[src/design/multimeter_frame_decoder_defines.svh]
// Assertion macros shared by the RTL.
`ifndef MULTIMETER_FRAME_DECODER_DEFINES_SVH
`define MULTIMETER_FRAME_DECODER_DEFINES_SVH

// Same-cycle implication, disabled during reset.
`define MFD_ASSERT_NOW(lbl, clk, rst, ante, cons) \
   lbl: assert property (@(posedge clk) disable iff (rst) (ante) |-> (cons)) \
      else $error("assertion failed");

// Next-cycle implication, disabled during reset.
`define MFD_ASSERT_NEXT(lbl, clk, rst, ante, cons) \
   lbl: assert property (@(posedge clk) disable iff (rst) (ante) |=> (cons)) \
      else $error("assertion failed");

`endif

[src/design/mfd_pkg.sv]
`timescale 1ns / 1ps

package mfd_pkg;

   localparam int FRAME_BYTES_DEFAULT = 16;
   // Only bytes 0..10 of a frame are ever decoded.
   localparam int DECODE_BYTES        = 11;

   localparam logic [7:0] LINE_FEED  = 8'h0A;
   localparam logic [7:0] CHAR_PLUS  = 8'h2B;
   localparam logic [7:0] CHAR_QUERY = 8'h3F;
   localparam logic [7:0] CHAR_ZERO  = 8'h30;
   localparam logic [7:0] CHAR_FOUR  = 8'h34;

   typedef enum logic {
      ACTION_RECEIVE = 1'b0,
      ACTION_RESYNC  = 1'b1
   } action_type;

   typedef enum logic [2:0] {
      MODE_NONE, MODE_REL, MODE_AUTO, MODE_MAX,
      MODE_MIN, MODE_BEEP, MODE_DIODE, MODE_PERCENT
   } mode_type;

   typedef enum logic [1:0] {
      KIND_NONE = 2'd0,
      KIND_AC   = 2'd1,
      KIND_DC   = 2'd2
   } kind_type;

   typedef enum logic [2:0] {
      PREFIX_NONE = 3'd0,
      PREFIX_NANO = 3'd1,
      PREFIX_MICRO = 3'd2,
      PREFIX_MILLI = 3'd3,
      PREFIX_KILO = 3'd4,
      PREFIX_MEGA = 3'd5
   } prefix_type;

   typedef enum logic [3:0] {
      UNIT_NONE = 4'd0,
      UNIT_VOLT = 4'd1,
      UNIT_AMP = 4'd2,
      UNIT_OHM = 4'd3,
      UNIT_HFE = 4'd4,
      UNIT_HERTZ = 4'd5,
      UNIT_FARAD = 4'd6,
      UNIT_CELSIUS = 4'd7,
      UNIT_FAHRENHEIT = 4'd8
   } unit_type;

   typedef logic [7:0] byte_type;
   typedef byte_type frame_type [DECODE_BYTES];

   typedef struct packed {
      logic        is_positive;
      logic [31:0] digit_chars;
      logic        overload;
      logic [1:0]  point_position;
      logic        point_invalid;
      mode_type    measure_mode;
      kind_type    current_kind;
      prefix_type  metric_prefix;
      unit_type    unit_code;
   } result_type;

endpackage

[src/design/multimeter_frame_decoder.sv]
// A line feed sets pend_ff; the decoded frame then loads rsp_ff and rsp_valid.
// Throughput: one request per cycle; input stalls only while a decoded frame
// waits behind an output that is not taken.
// Reset: synchronous; frame bytes, index, last unit and valid flags cleared.
`timescale 1ns / 1ps
`include "multimeter_frame_decoder_defines.svh"

module multimeter_frame_decoder #(
   parameter int FRAME_BYTES = mfd_pkg::FRAME_BYTES_DEFAULT
) (
   input  logic        clock,
   input  logic        reset,
   input  logic        req_valid,
   output logic        req_ready,
   input  logic        req_action,
   input  logic [7:0]  req_rx_byte,
   output logic        rsp_valid,
   input  logic        rsp_ready,
   output logic        rsp_is_positive,
   output logic [31:0] rsp_digit_chars,
   output logic        rsp_overload,
   output logic [1:0]  rsp_point_position,
   output logic        rsp_point_invalid,
   output logic [2:0]  rsp_measure_mode,
   output logic [1:0]  rsp_current_kind,
   output logic [2:0]  rsp_metric_prefix,
   output logic [3:0]  rsp_unit_code
);

   localparam int IDX_W = $clog2(FRAME_BYTES + 1);

   mfd_pkg::frame_type  frame_ff, frame_in;
   logic [IDX_W-1:0]    index_ff, index_in;
   logic                pend_ff, pend_in;
   logic                rsp_valid_ff, rsp_valid_in;
   mfd_pkg::result_type rsp_ff, rsp_in;
   mfd_pkg::unit_type   last_unit_ff, last_unit_in;
   mfd_pkg::result_type decoded;

   logic accept, receive, line_feed, advance;

   assign advance   = pend_ff && (!rsp_valid_ff || rsp_ready);
   assign req_ready = !pend_ff || advance;
   assign accept    = req_valid && req_ready;
   assign receive   = accept && (req_action == mfd_pkg::ACTION_RECEIVE);
   assign line_feed = receive && (req_rx_byte == mfd_pkg::LINE_FEED);

   mfd_decode u_decode (
      .frame     (frame_ff),
      .last_unit (last_unit_ff),
      .result    (decoded)
   );

   always_comb begin
      frame_in = frame_ff;
      for (int i = 0; i < mfd_pkg::DECODE_BYTES; i++) begin
         if (receive && index_ff == IDX_W'(i)) begin
            frame_in[i] = req_rx_byte;
         end
      end

      index_in = index_ff;
      if (accept && req_action == mfd_pkg::ACTION_RESYNC) begin
         index_in = '0;
      end else if (line_feed) begin
         index_in = '0;
      end else if (receive && index_ff < IDX_W'(FRAME_BYTES)) begin
         index_in = index_ff + 1'b1;
      end

      pend_in = line_feed ? 1'b1 : (advance ? 1'b0 : pend_ff);

      rsp_in       = advance ? decoded : rsp_ff;
      last_unit_in = advance ? decoded.unit_code : last_unit_ff;
      if (advance) begin
         rsp_valid_in = 1'b1;
      end else if (rsp_ready) begin
         rsp_valid_in = 1'b0;
      end else begin
         rsp_valid_in = rsp_valid_ff;
      end
   end

   always_ff @(posedge clock) begin
      if (reset) begin
         for (int i = 0; i < mfd_pkg::DECODE_BYTES; i++) begin
            frame_ff[i] <= '0;
         end
         index_ff     <= '0;
         pend_ff      <= 1'b0;
         rsp_valid_ff <= 1'b0;
         last_unit_ff <= mfd_pkg::UNIT_NONE;
      end else begin
         frame_ff     <= frame_in;
         index_ff     <= index_in;
         pend_ff      <= pend_in;
         rsp_valid_ff <= rsp_valid_in;
         last_unit_ff <= last_unit_in;
      end
      rsp_ff <= rsp_in;
   end

   assign rsp_valid          = rsp_valid_ff;
   assign rsp_is_positive    = rsp_ff.is_positive;
   assign rsp_digit_chars    = rsp_ff.digit_chars;
   assign rsp_overload       = rsp_ff.overload;
   assign rsp_point_position = rsp_ff.point_position;
   assign rsp_point_invalid  = rsp_ff.point_invalid;
   assign rsp_measure_mode   = rsp_ff.measure_mode;
   assign rsp_current_kind   = rsp_ff.current_kind;
   assign rsp_metric_prefix  = rsp_ff.metric_prefix;
   assign rsp_unit_code      = rsp_ff.unit_code;

   `MFD_ASSERT_NOW(a_index_bound, clock, reset, 1'b1, index_ff <= IDX_W'(FRAME_BYTES))
   `MFD_ASSERT_NEXT(a_lf_pending, clock, reset, line_feed, pend_ff && index_ff == '0)
   `MFD_ASSERT_NOW(a_stall_blocks, clock, reset, pend_ff && rsp_valid_ff && !rsp_ready, !req_ready)
   `MFD_ASSERT_NEXT(a_unit_tracks, clock, reset, advance,
                    rsp_valid_ff && rsp_ff.unit_code == last_unit_ff)

endmodule

[src/design/mfd_decode.sv]
`timescale 1ns / 1ps

module mfd_decode (
   input  mfd_pkg::frame_type  frame,
   input  mfd_pkg::unit_type   last_unit,
   output mfd_pkg::result_type result
);

   always_comb begin
      result.is_positive = (frame[0] == mfd_pkg::CHAR_PLUS);
      result.digit_chars = {frame[1], frame[2], frame[3], frame[4]};
      result.overload    = (frame[1] == mfd_pkg::CHAR_QUERY);

      if (frame[6] >= mfd_pkg::CHAR_ZERO && frame[6] <= mfd_pkg::CHAR_FOUR) begin
         result.point_invalid  = 1'b0;
         result.point_position = (frame[6] == mfd_pkg::CHAR_FOUR) ? 2'd3 : frame[6][1:0];
      end else begin
         result.point_invalid  = 1'b1;
         result.point_position = 2'd0;
      end

      if (frame[7][2])      result.measure_mode = mfd_pkg::MODE_REL;
      else if (frame[7][5]) result.measure_mode = mfd_pkg::MODE_AUTO;
      else if (frame[8][5]) result.measure_mode = mfd_pkg::MODE_MAX;
      else if (frame[8][4]) result.measure_mode = mfd_pkg::MODE_MIN;
      else if (frame[9][3]) result.measure_mode = mfd_pkg::MODE_BEEP;
      else if (frame[9][2]) result.measure_mode = mfd_pkg::MODE_DIODE;
      else if (frame[9][1]) result.measure_mode = mfd_pkg::MODE_PERCENT;
      else                  result.measure_mode = mfd_pkg::MODE_NONE;

      if (frame[7][3])      result.current_kind = mfd_pkg::KIND_AC;
      else if (frame[7][4]) result.current_kind = mfd_pkg::KIND_DC;
      else                  result.current_kind = mfd_pkg::KIND_NONE;

      if (frame[8][1])      result.metric_prefix = mfd_pkg::PREFIX_NANO;
      else if (frame[9][7]) result.metric_prefix = mfd_pkg::PREFIX_MICRO;
      else if (frame[9][6]) result.metric_prefix = mfd_pkg::PREFIX_MILLI;
      else if (frame[9][5]) result.metric_prefix = mfd_pkg::PREFIX_KILO;
      else if (frame[9][4]) result.metric_prefix = mfd_pkg::PREFIX_MEGA;
      else                  result.metric_prefix = mfd_pkg::PREFIX_NONE;

      case (frame[10])
         8'h80:   result.unit_code = mfd_pkg::UNIT_VOLT;
         8'h40:   result.unit_code = mfd_pkg::UNIT_AMP;
         8'h20:   result.unit_code = mfd_pkg::UNIT_OHM;
         8'h10:   result.unit_code = mfd_pkg::UNIT_HFE;
         8'h08:   result.unit_code = mfd_pkg::UNIT_HERTZ;
         8'h04:   result.unit_code = mfd_pkg::UNIT_FARAD;
         8'h02:   result.unit_code = mfd_pkg::UNIT_CELSIUS;
         8'h01:   result.unit_code = mfd_pkg::UNIT_FAHRENHEIT;
         default: result.unit_code = last_unit;
      endcase
   end

endmodule

[config.mk]
export PLATFORM = sky130hd
export DESIGN_NAME = multimeter_frame_decoder
export DESIGN_NICKNAME = d
export VERILOG_FILES = /design/src/design/mfd_pkg.sv /design/src/design/multimeter_frame_decoder.sv /design/src/design/mfd_decode.sv
export VERILOG_INCLUDE_DIRS = /design/src /design/src/design
export SDC_FILE = /design/constraint.sdc
export NUM_CORES = 1
export LEC_CHECK = 0
export BUFFER_PORTS_ARGS = -buffer_cell sky130_fd_sc_hd__buf_2
export CORE_AREA = 2 2 127 92
export DETAILED_ROUTE_END_ITERATION = 7
export DIE_AREA = 0 0 129 94
export GPL_ROUTABILITY_DRIVEN = 0
export HOLD_SLACK_MARGIN = 0.05
export PLACE_DENSITY = 0.71
export RECOVER_POWER = 25
export SLEW_MARGIN = 25
export SYNTH_ARGS = -nofsm -noshare
export SYNTH_HDL_FRONTEND = slang
export SYNTH_SLANG_ARGS = --single-unit
[constraint.sdc]
create_clock -name clock -period 1.6 [get_ports clock]
set_clock_uncertainty 0.05 [all_clocks]
set_input_delay 0.08 -clock clock [delete_from_list [all_inputs] [get_ports clock]]
set_output_delay 0.08 -clock clock [all_outputs]
set_load 0.1 [all_outputs]
==> impl_results.md, run 1 <==
- R2r setup slk: -30 ps
- GR Util All Layers: 0.192
- CTS tree: yes
- WP data arrival: 1740 ps
- CTS clock-pin slew for the worst setup and hold paths: 60 ps
- Max-Cap Viols: 0
- Capturing point of the worst reg2reg path: rsp_unit_code[3]
- Failing checks: negative setup slack
- H-Tree Depth: 4
- Setup ws final: -32.8 ps
- Final setup violation count: 2
- Antenna violations before repair: 0
- Root buffer cell: clkbuf_16
- Critical path required time: 1710 ps
- Number of global-route vias before repair: 3494
- Die area: 0.0121 mm²
- Row cnt: 32
- Grt total ovfl: 0
- Final cycle utilization of the critical path: 1.02
- Number of synthesized register bits: 130
- CP max stage cell: or4_4
- Share of cells above drive strength 1: 0.305
- YS warnings: 0
- Io pins: 64
- Wire length on met3: 588 µm
- Register area share after synthesis: 0.612
- First-pass GRT wire length: 17.6 mm
- DP HPWL: 7.19 mm
- Cells along the critical path: nor4b_2, a211oi_1, or4_4, nand3_2, nand2b_1
- RSZ-0062 raised after global routing: yes
- Post-Place Cells: 691
- Die extent in y: 94 µm
- Starting density of the core: 0.465
- Die W: 129 µm
- Area grow syn2layout: 31.0%
- Critical path startpoint category: flip-flop
- Reg-to-Reg Start: frame_ff[1]
- # port buffers: 63
- Post-route cell area: 0.00661 mm²
- Syn nets: 491
- Hold Worst Slack: 86.8 ps
- Hold path endpoint: frame_ff[83]
- R2R depth: 5
- Area after DPL: 0.00584 mm²
- Yosys cell types: 46
- Clk Latency, worst-skew pair: 400 ps
- WL final: 11.1 mm
- Core ar.: 0.0109 mm²
- Final net count: 585
- Largest net degree at the start of global routing: 51
- Starting DRT DRC Count: 301
- Max Slew Vio Count: 0
- TritonCTS buffer count: 17
- Static Leak: 2.71 nW
- Post-Layout Cell Count: 734
- Via/cell ratio: 5.11
- Post-route DRC: 0
- Highest routed layer: met4
- Overall via count from detail_route: 3750
- Avg Inst Size Synth: 10.7 µm²
- Fmax: 0.612 GHz
- WL/cell: 15.1 µm
- Fin. Hold Viols: 0
- Clock Path Buffers: 2
- CP peak stage delay: 460 ps
- Mapped cell area: 0.00505 mm²
- Slew headroom: 0.497
- Hold Path Depth: 4
- Min cycle time layout: 1630 ps
- Clock tree sinks: 130
- Worst Tran Pin Value: 755 ps
- # diodes: 0
- Peak supply drop: 0.000921 V
- Worst hold path class: input port to flip-flop
- Worst setup EP type: flip-flop
- Total design power: 0.00757 W
- Hold_sp: req_rx_byte[3]
- CP max FO: 6
- Status: complete, but fails checks
- WL met2: 5.10 mm
- Wl on met1: 5.37 mm
- Crit path kind: flip-flop to flip-flop
- Total iterations of the first detailed-routing run: 4
- Post-DRT Antenna Nets: 0
- PD cells: 1150 mW/mm²
- Cells after synthesis: 474
==> worst max-delay path: cells and delay by family, from the launching register on <==
kind / cells / cell delay [ps]
DFF: 1 / 350
and+or+nand+nor: 4 / 910
AOI/OAI and AO/OA: 1 / 70
==> registers in the layout, summed over array words and instances (netlist names) <==
| register | count |
|---|---|
| rsp_measure_mode | 3 |
| rsp_valid | 1 |
| rsp_current_kind | 2 |
| rsp_is_positive | 1 |
| rsp_overload | 1 |
| rsp_digit_chars | 32 |
| rsp_metric_prefix | 3 |
| rsp_point_position | 2 |
| index_ff | 5 |
| last_unit_ff | 4 |
| frame_ff | 70 |
| rsp_point_invalid | 1 |
| rsp_unit_code | 4 |
| pend_ff | 1 |
==> where the power goes <==
part | internal [W] | switching (W)
Clock | 0.00248 | 0.00139
Sequential | 0.00343 | 0.0000135
Combinational | 0.0000944 | 0.000169
Total | 0.00600 | 0.00157
==> logic make-up after synthesis <==
logic type,synth area share
simple gates,0.178
flops,0.612
compound gates,0.0706
buf+inv,0.0391
mux,0.0793
xor+xnor,0.0104
fa+ha+maj,0.00991
==> layout by cell type, fill, tap and decap left out, drive strengths merged, types with 2 or more instances in the layout <==
cell type,n
buf,90
dfxtp,81
nor2,60
nand2,50
edfxtp,49
a21oi,41
mux2i,40
nand3,34
clkbuf,33
nand2b,11
o21ai,11
clkinv,8
nand4b,6
dlygate4sd3,6
inv,6
nor3,5
ha,4
xnor2,3
clkinvlp,3
bufinv,3
xor2,3
o21bai,3
nor4b,3
a211oi,2
nor4,2
nor2b,2
nand3b,2
or4bb,2
nand4,2
a31oi,2
or4,2
and2,2
==> per-layer routing <==
layer | vias to the layer above | GRT usage
met2 | 94 | 0.294
met3 | 6 | 0.0490
met4 | 0 | 0.0707
li1 | 1837 | -
met5 | - | 0
met1 | 1813 | 0.263
==> metrics by stage <==
step	worst slack, ps	utilization	setup TNS [ps]
3_3_place_gp	-57.9	0.538	-96.2
3_5_place_dp	-113	0.538	-227
5_1_grt	-122	0.610	-297
4_1_cts	-28.4	0.600	-28.4
6_report	-32.8	0.610	-42.7
2_1_floorplan	-1020	-	-67940
==> how the worst max path moves through the flow <==
stage	from	end	slack [ps]	cells after the start
6_report	frame_ff[1]	rsp_unit_code[3]	-30	5
5_1_grt	frame_ff[1]	rsp_unit_code[3]	-120	5
4_1_cts	frame_ff[3]	rsp_unit_code[3]	-30	5
3_5_place_dp	frame_ff[4]	rsp_unit_code[3]	-110	5
3_3_place_gp	frame_ff[4]	rsp_unit_code[3]	-60	5
2_1_floorplan	rsp_valid	frame_ff[39]	-1020	7
==> cell usage after synthesis, drive strengths merged <==
| cell | instances | area (µm²) |
|---|---|---|
| or3 | 1 | 6.26 |
| and4b | 1 | 10.0 |
| nand2b | 11 | 76.3 |
| nand3b | 2 | 15.0 |
| a21oi | 41 | 209 |
| nor4b | 3 | 26.3 |
| nor3b | 1 | 7.51 |
| a41oi | 1 | 8.76 |
| and2 | 1 | 6.26 |
| nand4b | 6 | 52.6 |
| a31oi | 2 | 12.5 |
| buf | 18 | 104 |
| o21ai | 11 | 55.1 |
| edfxtp | 49 | 1470 |
| ha | 4 | 50.1 |
| nor3 | 5 | 25.0 |
| or2 | 1 | 6.26 |
| nand4 | 2 | 12.5 |
| dfxtp | 81 | 1620 |
| xnor2 | 3 | 26.3 |
| nand3 | 34 | 170 |
| clkbuf | 19 | 71.3 |
| nand2 | 50 | 188 |
| nor2 | 60 | 225 |
| nor2b | 2 | 12.5 |
| nor4 | 2 | 12.5 |
| or4 | 2 | 18.8 |
| o21a | 1 | 7.51 |
| inv | 6 | 22.5 |
| mux2i | 40 | 400 |
| o211a | 1 | 10.0 |
| xor2 | 3 | 26.3 |
| o21bai | 3 | 22.5 |
| o211ai | 1 | 7.51 |
| and3 | 1 | 6.26 |
| a2111oi | 1 | 8.76 |
| or4bb | 2 | 22.5 |
| a211oi | 2 | 15.0 |
==> area by class of cell <==
cell class / count / area, µm²
clock buffers: 18 / 439
clock inverters: 14 / 164
fillers: 878 / 4240
inverters: 6 / 27.5
multi-input cells: 302 / 1920
flip-flops and latches: 130 / 3110
well taps: 153 / 191
repair buffers: 111 / 767
==> repair_timing <==
action	4_1_cts	5_1_grt
hold buffers	6	0
gates resized for setup	5	12
endpoints found under the setup margin	4	54
endpoints found under the hold margin	16	0
pin swaps	1	3
cloned	0	2
buffers inserted	0	3
Note: power is estimated with default switching activity, not from simulation.
==> inputs of run 2 (changes only) <==
--- a/config.mk
+++ b/config.mk
@@ -7,14 +7,15 @@
 export NUM_CORES = 1
 export LEC_CHECK = 0
 export BUFFER_PORTS_ARGS = -buffer_cell sky130_fd_sc_hd__buf_2
-export CORE_AREA = 2 2 127 92
+export CORE_AREA = 2 2 143 103
 export DETAILED_ROUTE_END_ITERATION = 7
-export DIE_AREA = 0 0 129 94
+export DIE_AREA = 0 0 145 105
 export GPL_ROUTABILITY_DRIVEN = 0
 export HOLD_SLACK_MARGIN = 0.05
-export PLACE_DENSITY = 0.71
+export PLACE_DENSITY = 0.7
 export RECOVER_POWER = 25
 export SLEW_MARGIN = 25
 export SYNTH_ARGS = -nofsm -noshare
 export SYNTH_HDL_FRONTEND = slang
+export SYNTH_HIERARCHICAL = 1
 export SYNTH_SLANG_ARGS = --single-unit
==> run 2 against run 1 <==
The run still ends with negative setup slack left. Core utilization fell by 11 points. Worst setup slack improved by 2.6 ps. Sequential share of layout area fell by 2.2 points. Total power fell by 5.2%. Sequential cell count did not move. Worst hold slack got worse by 3.3 ps. Area after synthesis rose by 14%. Critical path type unchanged. Critical endpoint is now rsp_digit_chars[19].
==> impl_results.md, run 2 <==
- Share of cells above drive strength 1: 0.307
- Clock Path Buffers: 2
- Worst setup EP type: flip-flop
- Root buffer cell: clkbuf_16
- Met3 usage: 0.0380
- Row cnt: 36
- DP HPWL: 7.61 mm
- Syn nets: 509
- # port buffers: 63
- PD cells: 1040 mW/mm²
- Hold Path Depth: 3
- Min cycle time layout: 1630 ps
- Global Route met2 Usage: 0.255
- WL/cell: 15.8 µm
- GR Util All Layers: 0.159
- Setup ws final: -30.2 ps
- GR Util met1: 0.210
- Total iterations of the first detailed-routing run: 5
- Core ar.: 0.0137 mm²
- RSZ-0062 raised after global routing: yes
- Internal power consumption: 0.00564 W
- Fmax: 0.613 GHz
- Slew headroom: 0.614
- Hold_sp: rsp_ready
- Static Leak: 2.89 nW
- Largest net degree at the start of global routing: 48
- Worst hold path class: input port to flip-flop
- Max-Cap Viols: 0
- Die area: 0.0152 mm²
- R2R depth: 4
- Busiest grt layer: met2
- Switch Pwr: 0.00154 W
- Mapped cell area: 0.00574 mm²
- Clk Latency, worst-skew pair: 410 ps
- Hold path endpoint: rsp_valid
- Die extent in y: 105 µm
- YS warnings: 6
- Capturing point of the worst reg2reg path: rsp_digit_chars[19]
- Antenna violations before repair: 0
- Peak supply drop: 0.000576 V
- Final cycle utilization of the critical path: 1.02
- Switching share of total power: 0.214
- Grt total ovfl: 0
- Overall via count from detail_route: 3720
- Die W: 145 µm
- Crit path kind: flip-flop to flip-flop
- Failing checks: negative setup slack
- Final setup violation count: 37
- Max Slew Vio Count: 0
- Fin. Hold Viols: 0
- Hold Worst Slack: 83.6 ps
- Critical path startpoint category: flip-flop
- CP max FO: 47
- Starting density of the core: 0.418
- Combinational power share: 0.033
- TritonCTS buffer count: 17
- Starting DRT DRC Count: 247
- Most frequent cells in the layout: nand2b_1 (85), dfxtp_1 (74), mux2i_1 (70), buf_2 (52), edfxtp_1 (49)
- Status: complete, but fails checks
- R2r setup slk: -30 ps
- Reg power frac: 0.478
- Via/cell ratio: 4.95
- Final net count: 565
- H-Tree Depth: 4
- Most flops, register: frame_ff
- # diodes: 0
- Worst Tran Pin Value: 579 ps
- Area grow syn2layout: 20.7%
- Reg-to-Reg Start: pend_ff
- Max FFs per register: 70
- Io pins: 64
- Cells after synthesis: 492
- Avg Inst Size Synth: 11.7 µm²
- Clock power share: 0.489
- CTS tree: yes
- Area after DPL: 0.00613 mm²
- Critical path required time: 1630 ps
- Number of global-route vias before repair: 3648
- WP data arrival: 1660 ps
- First-pass GRT wire length: 19.1 mm
- CTS clock-pin slew for the worst setup and hold paths: 60 ps
- Post-DRT Antenna Nets: 0
- Clock tree sinks: 130
- Commonest non-fill, non-tap cell in the layout: nand2b_1
- Post-route DRC: 0
- WL final: 11.9 mm
- Post-route cell area: 0.00692 mm²
-- run 2: critical path, stage by stage, from the launching register on --
cell and delay (ps):
dfxtp_1 340, buf_4 140, inv_1 90, nor2_1 330
buf_12 300
-- run 2: layout make-up --
| cell class | instances | area, µm² |
|---|---|---|
| sequential | 130 | 3100 |
| clock buffer | 17 | 425 |
| clock inverter | 15 | 119 |
| tap | 190 | 238 |
| inverter | 8 | 42.5 |
| fill | 1194 | 6820 |
| timing repair buffer | 102 | 698 |
| multi-input combinational | 289 | 2300 |
-- run 2: metal layers --
layer,routed length (µm),vias to the layer above
met3,510,17
met4,169,0
met2,5640,88
met5,0,-
met1,5530,1796
li1,-,1819
-- run 2: metrics by stage --
stage	setup slack, ps	setup TNS [ps]	util	cells	total power, W
3_5_place_dp	-45.4	-323	0.446	705	0.00372
3_3_place_gp	11.5	0	0.446	705	0.00372
4_1_cts	7.19	0	0.490	740	0.00723
2_1_floorplan	-218	-11060	-	492	0.00365
5_1_grt	-112	-3660	0.504	751	0.00744
6_report	-30.2	-640	0.504	751	0.00718
-- run 2: power by group through the flow --
stage | combinational (W) | sequential, W | clock (W)
after floorplan | 0.000144 | 0.00351 | 0
after global placement | 0.000213 | 0.00350 | 0
after detailed placement | 0.000218 | 0.00350 | 0
after CTS | 0.000222 | 0.00343 | 0.00357
after global routing | 0.000256 | 0.00343 | 0.00375
final | 0.000238 | 0.00343 | 0.00351
-- run 2: what timing repair did --
item	CTS	global route
buffers inserted	0	10
gates cloned	0	1
pin swaps	0	7
resized for setup	10	14
hold endpoints to repair	9	0
hold buffers	3	0
endpoints found under the setup margin	19	26
-- run 2: worst max path at each step --
stage	to	cells after the start	start
2_1_floorplan	rsp_current_kind[0]	2	rsp_valid
3_3_place_gp	last_unit_ff[3]	5	frame_ff[5]
3_5_place_dp	frame_ff[11]	4	rsp_valid
4_1_cts	frame_ff[14]	5	index_ff[4]
5_1_grt	last_unit_ff[2]	6	frame_ff[4]
6_report	rsp_digit_chars[19]	4	pend_ff
